===== src/hw/rtl/bsll_pkg.sv =====
`timescale 1ns / 1ps

package bsll_pkg;

  // default node store capacity
  localparam int BSLL_CAPACITY = 64;

  // action codes
  localparam logic [2:0] ACT_APPEND    = 3'd0;
  localparam logic [2:0] ACT_INS_HEAD  = 3'd1;
  localparam logic [2:0] ACT_INS_AFTER = 3'd2;
  localparam logic [2:0] ACT_DELETE    = 3'd3;
  localparam logic [2:0] ACT_SEARCH    = 3'd4;

  // result status codes
  typedef enum logic [1:0] {
    ST_DONE      = 2'd0,
    ST_NOT_FOUND = 2'd1,
    ST_FULL      = 2'd2,
    ST_EMPTY     = 2'd3
  } status_t;

  // sequencer states
  typedef enum logic [3:0] {
    S_IDLE,
    S_WALK,
    S_ALLOC,
    S_ALLOC_POP,
    S_WRITE,
    S_LINK2,
    S_DEL,
    S_DEL2,
    S_FINISH
  } state_t;

endpackage


===== src/hw/rtl/bounded_singly_linked_list.sv =====
`timescale 1ns / 1ps

// Bounded singly linked list of signed 32-bit values held in a node store of
// CAPACITY entries (two RAMs for values and links, each with one write port and
// a registered read port) plus head, tail, free-list and count registers. One
// beat in carries an action (append, insert at head, insert after key, delete
// key, search key); one beat out returns a status and the node count after
// the action. The block takes one beat at a time: append and insert at head
// allocate a node (from the free list or untouched), write it and link it,
// and end at once when the store is full; search, delete and insert-after
// walk the list one node per cycle through the node store read port, visiting
// at most CAPACITY nodes, and an empty list or an unknown action goes straight
// to the result register. A result waits in the output register while the
// next beat is accepted. Freed nodes are reused before untouched ones; no
// clearing pass is needed after reset.
module bounded_singly_linked_list #(
  parameter int CAPACITY = bsll_pkg::BSLL_CAPACITY,
  parameter int IW       = $clog2(CAPACITY + 1)
) (
  input  logic               clk,
  input  logic               rst_n,
  input  logic               in_valid,
  output logic               in_ready,
  input  logic [2:0]         in_action,
  input  logic signed [31:0] in_key,
  input  logic signed [31:0] in_value,
  output logic               out_valid,
  input  logic               out_ready,
  output logic [1:0]         out_status,
  output logic [IW-1:0]      out_count
);

  import bsll_pkg::*;

  localparam int AW = (CAPACITY > 1) ? $clog2(CAPACITY) : 1;
  localparam logic [IW-1:0] NULL_IDX = IW'(CAPACITY);
  localparam logic [IW-1:0] LAST_STEP = IW'(CAPACITY - 1);

  state_t state_r, state_nxt;

  logic [2:0]    act_r, act_nxt;
  logic [31:0]   key_r, key_nxt;
  logic [31:0]   val_r, val_nxt;
  logic [IW-1:0] head_r, head_nxt;
  logic [IW-1:0] tail_r, tail_nxt;
  logic [IW-1:0] free_r, free_nxt;
  logic [IW-1:0] fresh_r, fresh_nxt;
  logic [IW-1:0] count_r, count_nxt;
  logic [IW-1:0] cur_r, cur_nxt;
  logic [IW-1:0] prev_r, prev_nxt;
  logic [IW-1:0] hit_r, hit_nxt;
  logic [IW-1:0] hit_link_r, hit_link_nxt;
  logic [IW-1:0] node_r, node_nxt;
  logic [IW-1:0] steps_r, steps_nxt;
  status_t       status_r, status_nxt;
  logic          out_valid_r, out_valid_nxt;
  logic [1:0]    out_status_r, out_status_nxt;
  logic [IW-1:0] out_count_r, out_count_nxt;

  // node store ports
  logic          v_we;
  logic          l_we;
  logic [AW-1:0] l_waddr;
  logic [IW-1:0] l_wdata;
  logic [AW-1:0] raddr;
  logic [31:0]   v_rdata;
  logic [IW-1:0] l_rdata;

  bsll_ram #(
    .WIDTH (32),
    .DEPTH (CAPACITY),
    .AW    (AW)
  ) u_value_ram (
    .clk   (clk),
    .we    (v_we),
    .waddr (node_r[AW-1:0]),
    .wdata (val_r),
    .raddr (raddr),
    .rdata (v_rdata)
  );

  bsll_ram #(
    .WIDTH (IW),
    .DEPTH (CAPACITY),
    .AW    (AW)
  ) u_link_ram (
    .clk   (clk),
    .we    (l_we),
    .waddr (l_waddr),
    .wdata (l_wdata),
    .raddr (raddr),
    .rdata (l_rdata)
  );

  // state and control registers
  always_ff @(posedge clk) begin
    if (!rst_n) begin
      state_r     <= S_IDLE;
      head_r      <= NULL_IDX;
      tail_r      <= NULL_IDX;
      free_r      <= NULL_IDX;
      fresh_r     <= '0;
      count_r     <= '0;
      out_valid_r <= 1'b0;
    end else begin
      state_r     <= state_nxt;
      head_r      <= head_nxt;
      tail_r      <= tail_nxt;
      free_r      <= free_nxt;
      fresh_r     <= fresh_nxt;
      count_r     <= count_nxt;
      out_valid_r <= out_valid_nxt;
    end
  end

  // payload and working registers
  always_ff @(posedge clk) begin
    act_r        <= act_nxt;
    key_r        <= key_nxt;
    val_r        <= val_nxt;
    cur_r        <= cur_nxt;
    prev_r       <= prev_nxt;
    hit_r        <= hit_nxt;
    hit_link_r   <= hit_link_nxt;
    node_r       <= node_nxt;
    steps_r      <= steps_nxt;
    status_r     <= status_nxt;
    out_status_r <= out_status_nxt;
    out_count_r  <= out_count_nxt;
  end

  // sequencer
  always_comb begin
    state_nxt      = state_r;
    act_nxt        = act_r;
    key_nxt        = key_r;
    val_nxt        = val_r;
    head_nxt       = head_r;
    tail_nxt       = tail_r;
    free_nxt       = free_r;
    fresh_nxt      = fresh_r;
    count_nxt      = count_r;
    cur_nxt        = cur_r;
    prev_nxt       = prev_r;
    hit_nxt        = hit_r;
    hit_link_nxt   = hit_link_r;
    node_nxt       = node_r;
    steps_nxt      = steps_r;
    status_nxt     = status_r;
    out_status_nxt = out_status_r;
    out_count_nxt  = out_count_r;
    out_valid_nxt  = out_valid_r && !out_ready;
    v_we           = 1'b0;
    l_we           = 1'b0;
    l_waddr        = node_r[AW-1:0];
    l_wdata        = NULL_IDX;
    raddr          = cur_r[AW-1:0];
    in_ready       = (state_r == S_IDLE);

    case (state_r)
      S_IDLE: begin
        if (in_valid) begin
          act_nxt = in_action;
          key_nxt = in_key;
          val_nxt = in_value;
          if (in_action inside {ACT_APPEND, ACT_INS_HEAD}) begin
            state_nxt = S_ALLOC;
          end else if (in_action inside {[ACT_INS_AFTER:ACT_SEARCH]}) begin
            if (head_r >= NULL_IDX) begin
              status_nxt = ST_EMPTY;
              state_nxt  = S_FINISH;
            end else begin
              // start the walk at the head node
              raddr     = head_r[AW-1:0];
              cur_nxt   = head_r;
              prev_nxt  = NULL_IDX;
              steps_nxt = '0;
              state_nxt = S_WALK;
            end
          end else begin
            status_nxt = ST_DONE;
            state_nxt  = S_FINISH;
          end
        end
      end

      S_WALK: begin
        // compare the node just read, fetch the next one meanwhile
        if (v_rdata == key_r) begin
          hit_nxt      = cur_r;
          hit_link_nxt = l_rdata;
          if (act_r == ACT_INS_AFTER) begin
            state_nxt = S_ALLOC;
          end else if (act_r == ACT_DELETE) begin
            state_nxt = S_DEL;
          end else begin
            status_nxt = ST_DONE;
            state_nxt  = S_FINISH;
          end
        end else if (l_rdata >= NULL_IDX || steps_r == LAST_STEP) begin
          status_nxt = ST_NOT_FOUND;
          state_nxt  = S_FINISH;
        end else begin
          raddr     = l_rdata[AW-1:0];
          prev_nxt  = cur_r;
          cur_nxt   = l_rdata;
          steps_nxt = steps_r + 1'b1;
        end
      end

      S_ALLOC: begin
        // free list first, then untouched nodes
        if (free_r < NULL_IDX) begin
          raddr     = free_r[AW-1:0];
          state_nxt = S_ALLOC_POP;
        end else if (fresh_r < NULL_IDX) begin
          node_nxt  = fresh_r;
          fresh_nxt = fresh_r + 1'b1;
          state_nxt = S_WRITE;
        end else begin
          status_nxt = ST_FULL;
          state_nxt  = S_FINISH;
        end
      end

      S_ALLOC_POP: begin
        node_nxt  = free_r;
        free_nxt  = l_rdata;
        state_nxt = S_WRITE;
      end

      S_WRITE: begin
        // fill the new node
        v_we    = 1'b1;
        l_we    = 1'b1;
        l_waddr = node_r[AW-1:0];
        if (act_r == ACT_INS_HEAD) begin
          l_wdata  = head_r;
          head_nxt = node_r;
          if (tail_r >= NULL_IDX) begin
            tail_nxt = node_r;
          end
          count_nxt  = count_r + 1'b1;
          status_nxt = ST_DONE;
          state_nxt  = S_FINISH;
        end else if (act_r == ACT_APPEND) begin
          l_wdata   = NULL_IDX;
          state_nxt = S_LINK2;
        end else begin
          l_wdata   = hit_link_r;
          state_nxt = S_LINK2;
        end
      end

      S_LINK2: begin
        // hook the new node behind the tail or the hit node
        if (act_r == ACT_APPEND) begin
          if (tail_r < NULL_IDX) begin
            l_we    = 1'b1;
            l_waddr = tail_r[AW-1:0];
            l_wdata = node_r;
          end else begin
            head_nxt = node_r;
          end
          tail_nxt = node_r;
        end else begin
          l_we    = 1'b1;
          l_waddr = hit_r[AW-1:0];
          l_wdata = node_r;
          if (tail_r == hit_r) begin
            tail_nxt = node_r;
          end
        end
        count_nxt  = count_r + 1'b1;
        status_nxt = ST_DONE;
        state_nxt  = S_FINISH;
      end

      S_DEL: begin
        // unlink the hit node
        if (prev_r < NULL_IDX) begin
          l_we    = 1'b1;
          l_waddr = prev_r[AW-1:0];
          l_wdata = hit_link_r;
        end else begin
          head_nxt = hit_link_r;
        end
        if (tail_r == hit_r) begin
          tail_nxt = prev_r;
        end
        state_nxt = S_DEL2;
      end

      S_DEL2: begin
        // push the hit node on the free list
        l_we     = 1'b1;
        l_waddr  = hit_r[AW-1:0];
        l_wdata  = free_r;
        free_nxt = hit_r;
        if (count_r != '0) begin
          count_nxt = count_r - 1'b1;
        end
        status_nxt = ST_DONE;
        state_nxt  = S_FINISH;
      end

      S_FINISH: begin
        // hand the result to the output register once it is free
        if (!out_valid_r || out_ready) begin
          out_valid_nxt  = 1'b1;
          out_status_nxt = status_r;
          out_count_nxt  = count_r;
          state_nxt      = S_IDLE;
        end
      end

      default: begin
        state_nxt = S_IDLE;
      end
    endcase
  end

  assign out_valid  = out_valid_r;
  assign out_status = out_status_r;
  assign out_count  = out_count_r;

  // checks
  a_count_bound : assert property (@(posedge clk) disable iff (!rst_n)
    count_r <= NULL_IDX && fresh_r <= NULL_IDX)
    else $error("node count or fresh pointer beyond capacity");

  a_head_count : assert property (@(posedge clk) disable iff (!rst_n)
    state_r == S_IDLE |-> ((head_r == NULL_IDX) == (count_r == '0)))
    else $error("head pointer disagrees with node count");

  a_tail_count : assert property (@(posedge clk) disable iff (!rst_n)
    state_r == S_IDLE |-> ((tail_r == NULL_IDX) == (count_r == '0)))
    else $error("tail pointer disagrees with node count");

  a_accept_busy : assert property (@(posedge clk) disable iff (!rst_n)
    in_valid && in_ready |=> state_r != S_IDLE)
    else $error("accepted beat did not start work");

  a_result_src : assert property (@(posedge clk) disable iff (!rst_n)
    $rose(out_valid_r) |-> $past(state_r) == S_FINISH)
    else $error("result raised outside finish");

endmodule


===== src/hw/rtl/bsll_ram.sv =====
`timescale 1ns / 1ps

module bsll_ram #(
  parameter int WIDTH = 32,
  parameter int DEPTH = 64,
  parameter int AW    = (DEPTH > 1) ? $clog2(DEPTH) : 1
) (
  input  logic             clk,
  input  logic             we,
  input  logic [AW-1:0]    waddr,
  input  logic [WIDTH-1:0] wdata,
  input  logic [AW-1:0]    raddr,
  output logic [WIDTH-1:0] rdata
);

  logic [WIDTH-1:0] mem [DEPTH];

  // one write port, one registered read port
  always_ff @(posedge clk) begin
    if (we) begin
      mem[waddr] <= wdata;
    end
    rdata <= mem[raddr];
  end

endmodule


===== config.mk =====
export PLATFORM = sky130hd
export DESIGN_NAME = bounded_singly_linked_list
export DESIGN_NICKNAME = d
export VERILOG_FILES = /design/src/hw/rtl/bsll_pkg.sv /design/src/hw/rtl/bounded_singly_linked_list.sv /design/src/hw/rtl/bsll_ram.sv
export SDC_FILE = /design/constraint.sdc
export NUM_CORES = 2
export LEC_CHECK = 0
export CAP_MARGIN = 20
export CORE_MARGIN = 1.5
export CORE_UTILIZATION = 50
export DETAILED_ROUTE_END_ITERATION = 12
export DONT_BUFFER_PORTS = 1
export PLACE_DENSITY_LB_ADDON = 0.3
export SYNTH_ARGS = -nofsm -noshare
export SYNTH_HDL_FRONTEND = slang
export SYNTH_HIERARCHICAL = 1
export SYNTH_SLANG_ARGS = --single-unit

===== constraint.sdc =====
create_clock -name clk -period 7.4 [get_ports clk]
set_clock_uncertainty 0.2 [all_clocks]
set_input_delay 0.37 -clock clk [delete_from_list [all_inputs] [get_ports clk]]
set_output_delay 0.37 -clock clk [all_outputs]
set_load 0.005 [all_outputs]

======== After elaboration in Yosys (flattened, before gate mapping) ========
Memories as Yosys holds them, arrays and structs flattened. A register that Yosys moved wholly into a read port is not among the register bits.
Index checks and enable logic that the tools add are counted.
operators by class
  add/subtract/negate cells ............... 4
  $lt $le $gt $ge ......................... 9
  equal/unequal tests ..................... 37
  multiplexer cells ....................... 93
  bitwise gates (word level) .............. 1
  reductions and logical operators ........ 30
operator list
  cell                                                              number
  7-bit two-way mux                                                 36
  7-bit case mux with 2 select lines                                5
  7-bit case mux with 3 select lines                                3
  6-bit two-way mux                                                 10
  4-bit two-way mux                                                 12
  6-bit case mux with 3 select lines                                2
  32-bit == test                                                    1
  2-bit inequality test (second input constant)                     16
  4-bit case mux with 8 select lines                                1
  7-bit < comparator (second input constant)                        4
  7-bit case mux with 4 select lines                                1
  2-bit two-way mux                                                 11
  7-bit by 1-bit adder with 7-bit output (second input constant)    3
  7-bit greater-or-equal comparator (second input constant)         3
  4-bit by 3-bit == test with 1-bit output (second input constant)  4
  3-bit inequality test (second input constant)                     4
  3-bit AND reduction                                               4
  1-bit two-way mux                                                 10
  2-bit case mux with 5 select lines                                1
  10-bit AND reduction                                              1
  5-bit AND reduction                                               2
  4-bit by 2-bit == test with 1-bit output (second input constant)  2
  2-bit nonzero test                                                4
  7-bit by 6-bit == test with 1-bit output (second input constant)  1
  23 further kinds                                                  33
storage, ports and cells
  register bits after elaboration ......... 160
  memory bits (writable) .................. 2496
  output and inout bits ................... 11
  logic and storage cells ................. 195
  memories kept ........................... 2
memories
  memory           words  width  rd ports  clocked after Yosys merged registers in  write ports  RTL line        RTL
  u_value_ram.mem  64     32     1         1                                        1            bsll_ram.sv:16  logic [WIDTH-1:0] mem [DEPTH];
  u_link_ram.mem   64     7      1         1                                        1            bsll_ram.sv:16

======== Longest topological paths before layout ========
  word-level depth ........................ 6
  mapped depth ............................ 17
  gate-level depth less buffers ........... 12

======== Cells and area by module ========
The synthesis kept the hierarchy.
modules (own cells, without submodules)
  module                      times used  cells an instance  area each (µm²)
  bsll_ram at u_value_ram     1           3324               78515.3
  bsll_ram at u_link_ram      1           837                17673.2
  bounded_singly_linked_list  1           627                7278.2

======== Worst setup path before layout ========
Ideal clock, no wire load.
  kind .................................... register to register
  start ................................... register state_r[1]
  end ..................................... memory u_link_ram/mem[0][6] (netlist name) (data pin)
  setup time .............................. 702 ps
  data arrival time ....................... 3490 ps
  required time ........................... 6498 ps
  path slack .............................. 3009 ps
  stages on the path, launching flop included .. 6
  path buffers ............................ 2
  path through ............................ dfxtp_1 > buf_4 > clkbuf_1 > o21ai_0 > o21a_1 > o21ai_0
on the way
  longest elaborated chain between the ends .. 2
  elaborated cells on any way between the ends .. 5
RTL lines
  element                                   RTL line                           RTL
  from (decl)                               bounded_singly_linked_list.sv:39   state_t state_r, state_nxt;
  from (signal assigned)                    bounded_singly_linked_list.sv:106  state_r <= state_nxt;
  4-bit by 3-bit == test with 1-bit output  bounded_singly_linked_list.sv:160  case (state_r)
  7-bit case mux with 4 select lines (*)    bounded_singly_linked_list.sv:160
  via l_wdata[6]                            bounded_singly_linked_list.sv:64   logic [IW-1:0] l_wdata;
  to (decl)                                 bsll_ram.sv:16
Mark *: on every way through the listed nets, which the timed path passes. The rest lies on a longest branch.

======== Worst setup path after layout ========
  start ................................... register key_r[17]
  end ..................................... register u_value_ram.rdata[30], read port of u_value_ram.mem
on the way
  longest elaborated chain between the ends .. 3
RTL lines
  element                             RTL line                           RTL
  from (decl)                         bounded_singly_linked_list.sv:42   logic [31:0] key_r, key_nxt;
  from (signal assigned)              bounded_singly_linked_list.sv:119  key_r <= key_nxt;
  32-bit == test                      bounded_singly_linked_list.sv:189  if (v_rdata == key_r) begin
  6-bit two-way mux                   bounded_singly_linked_list.sv:189
  6-bit case mux with 3 select lines  bounded_singly_linked_list.sv:160
  via raddr[1]                        bounded_singly_linked_list.sv:65   logic [AW-1:0] raddr;
  to (decl)                           bsll_ram.sv:13                     output logic [WIDTH-1:0] rdata
The timed path passes the listed nets, and every way through them passes these cells.
A chain may end at the register's enable or synchronous reset.

==> results.toml <==
[worst_setup_path]
worst_path_most_repeated_cell = "buf_4"
r2r_slack_ps = 1060
worst_setup_path_start_kind = "flop"
r2r-start = "key_r[17]$_DFFE_PP_"
regToRegEndpoint = "u_value_ram/rdata[30]$_DFF_P_"
worst-r2r-cell-count = 13
path_cells = "xnor2_1 -> nand4_1 -> nor4_2 -> buf_4 -> a21boi_0 -> o21ai_0 -> a221o_4 -> buf_4 -> buf_4 -> mux4_2 -> mux4_2 -> o22ai_1 -> nor2_1"
required_ps = 7940
end_kind = "flop"
cp_max_fo = 30
slowest_delay_ps = 780
path_class = "flop to flop"
cp.arrival_ps = 6880
crit_slowest_cell = "xnor2_1"

[timing]
timing.fmax_mhz = 157.8
relSlewSlack_pct = 27.35
rsz0062_at_grt = "no"
hold_violations = 0
post-route-period-util_pct = 85.66
fin_crit_ps = 6339
holdWs_ps = 183.4
finalSetupViolations = 0
tns_ps = 0
slew_violations = 0
tightest_slew_ps = 1090

[synthesis]
synthXorXnorAreaFrac_pct = 0.4402
muxShareOfSynthArea_pct = 15.45
ys_async_sr_fraction_pct = 0
ys.flop_type = "edfxtp_1"
synth.distinct_cells = 76
synthCells = 4788
ys_seq_elements = 2695
synthAdderAreaFrac_pct = 0.1040
synth_compound_area_share_pct = 2.590
synth_edf_count = 2616
synth_nets = 4867
netlist.area_leader.share_pct = 75.92
syn_avg_cell_area_um2 = 21.61
yosysSeqAreaShare_pct = 77.45
yosys_warnings = 6
synth_top_family_by_area = "multiplexers"
synthTopCellsByArea = "edfxtp_1 76%, mux4_2 14%, dfxtp_1 1.5%"
synth-simple-area-share_pct = 2.680
synthesis.area_um2 = 103500
yosys.area.top_type = "edfxtp_1"

[clocking]
cts_setup_buffers = 0
cts_htree_levels = 5
clock-sinks = 2695
cts.reportedPaths.clkPinSlew_ps = 60
holdBufCountCts = 139
cts.root.buffer_cell = "clkbuf_16"
cts_tree = "yes"
clock_latency_ps = 920
cts_buffer_depth = 4
numCtsBuffers = 289
cts.repair.resized = 0

[route]
wirelength_mm = 260.1
vias = 51798
dr.pass1.iters = 9
drt-initial-drc-count = 7130
ant_nets = 0
avgViaCountPerCell = 6.437
drc = 0
wire_per_inst_um = 32.32

[die]
rows = 166
dieWidth_um = 457.9
die_area_um2 = 209700
core_um2 = 205200
die_y_um = 457.9
start_util_pct = 50.42
io_pins = 82

[global_route]
track_usage_pct = 24.84
overflow = 0
grt_max_degree = 90
grt_first_pass_wirelength_mm = 372.6
grt_pass1_vias = 51478
grt_antenna_before_repair = 9

[status]
status = "complete, no violations"

[power]
leakage_nw = 37.29
power_mw = 33.43
worst_ir_drop_vdd_v = 0.0002663
p_per_area_nw_per_um2 = 283.1

[place]
place_area_um2 = 107800
port-buffer-count = 0
hpwlAfterDp_mm = 144.7
place_inst = 7407
gp_congestion = 0.9218

[cells_and_area]
area_growth_pct = 14.15
final_cells = 8047
nFillCells = 14582
drive_above_1_share_pct = 25.06
fin_area_um2 = 118100
layout.nets = 5228

[run]
maxCapViolations = 0

[worst_hold_path]
hold_class = "primary input to flop"
min_from = "out_ready"
holdPathStages = 5
hold_end = "state_r[0]$_SDFFE_PN0P_"
metal layers:
layer | global-route usage [%] | vias up | routed length (µm)
met1 | 35.26 | 27687 | 101800
met2 | 39.60 | 2783 | 126000
met5 | 0 | - | 0
met4 | 7.094 | 0 | 7278
li1 | - | 20863 | -
met3 | 4.844 | 465 | 25000
registers in the layout, indices dropped and copies added, names as in the netlist, 32 cells and up:
register           flops
val_r                 32
key_r                 32
u_link_ram/mem       448
u_value_ram/rdata     32
u_value_ram/mem     2048
critical path, delay by kind of cell, from the launching register on:
family | cells | cell delay, ps
compound gates | 4 | 1950
buf+inv | 3 | 1150
mux | 2 | 880
xor+xnor | 1 | 780
simple gates | 3 | 730
flops | 1 | 410
where the power goes:
group,internal (mW),switching (mW),total (mW),leakage [nW]
registers,17.0,0.143,17.1,24.6
logic,1.00,1.55,2.56,8.29
clock network,8.08,5.68,13.8,4.38
placed cells by master (no fill, tap or decap), types with 17 or more instances in the layout:
master	synthesis	final
a21oi_1	87	86
a22oi_1	25	25
a311oi_1	21	21
buf_12	0	21
buf_4	28	165
bufinv_16	0	19
clkbuf_1	110	60
clkbuf_16	0	299
clkinv_1	1	52
clkinv_2	0	49
dfxtp_1	79	79
dlygate4sd3_1	0	139
edfxtp_1	2616	2616
mux2i_1	112	112
mux4_2	656	656
nand2_1	119	113
nand2b_1	19	18
nand3_1	24	24
nand4_1	17	17
nor2_1	266	204
nor2_4	0	62
nor2b_1	25	25
nor3_1	24	22
o21ai_0	31	30
o221ai_1	32	32
o22ai_1	105	105
xnor2_1	42	42
Yosys cell counts (17+ instances only):
master and count:
edfxtp_1 2616, mux4_2 656, nor2_1 266, nand2_1 119, mux2i_1 112, clkbuf_1 110, o22ai_1 105, a21oi_1 87
buf_2 84, dfxtp_1 79, xnor2_1 42, o221ai_1 32, o21ai_0 31, buf_4 28, a22oi_1 25, nor2b_1 25
nand3_1 24, nor3_1 24, buf_1 23, a311oi_1 21, nand2b_1 19, nand4_1 17
how the worst max path moves through the flow:
stage,from,endpoint,slack [ps],depth (start not counted)
floorplan,state_r[1]$_SDFFE_PN0P_,u_link_ram/mem[0][6]$_DFFE_PP_,3010,5
global placement,key_r[17]$_DFFE_PP_,u_value_ram/rdata[30]$_DFF_P_,600,12
detailed placement,key_r[17]$_DFFE_PP_,u_value_ram/rdata[30]$_DFF_P_,1230,13
CTS,key_r[17]$_DFFE_PP_,u_value_ram/rdata[30]$_DFF_P_,1230,13
global route,state_r[0]$_SDFFE_PN0P_,u_value_ram/rdata[15]$_DFF_P_,910,15
finish,key_r[17]$_DFFE_PP_,u_value_ram/rdata[30]$_DFF_P_,1060,13
cells by family after synthesis:
kind of cell | count (synthesis)
simple gates | 591
mux | 776
flops | 2695
buf+inv | 274
xor+xnor | 52
compound gates | 392
fa+ha+maj | 8
cell type report:
class / instances / area, µm² / share of cell area (%)
sequential: 2695 / 80140 / 67.85
multi-input combinational: 1819 / 22550 / 19.09
clock buffer: 365 / 7790 / 6.596
tap: 2688 / 3363 / 2.848
timing repair buffer: 327 / 3067 / 2.597
clock inverter: 132 / 1130 / 0.9566
inverter: 17 / 63.81 / 0.05403
antenna: 4 / 10.01 / 0.008475
metrics by stage:
step / util (%) / worst slack (ps)
floorplan: - / 3009
global placement: 52.51 / 604.9
detailed placement: 52.53 / 1226
CTS: 57.55 / 1227
global route: 57.55 / 909.8
finish: 57.56 / 1062
Power figures use the tool's default switching activity.
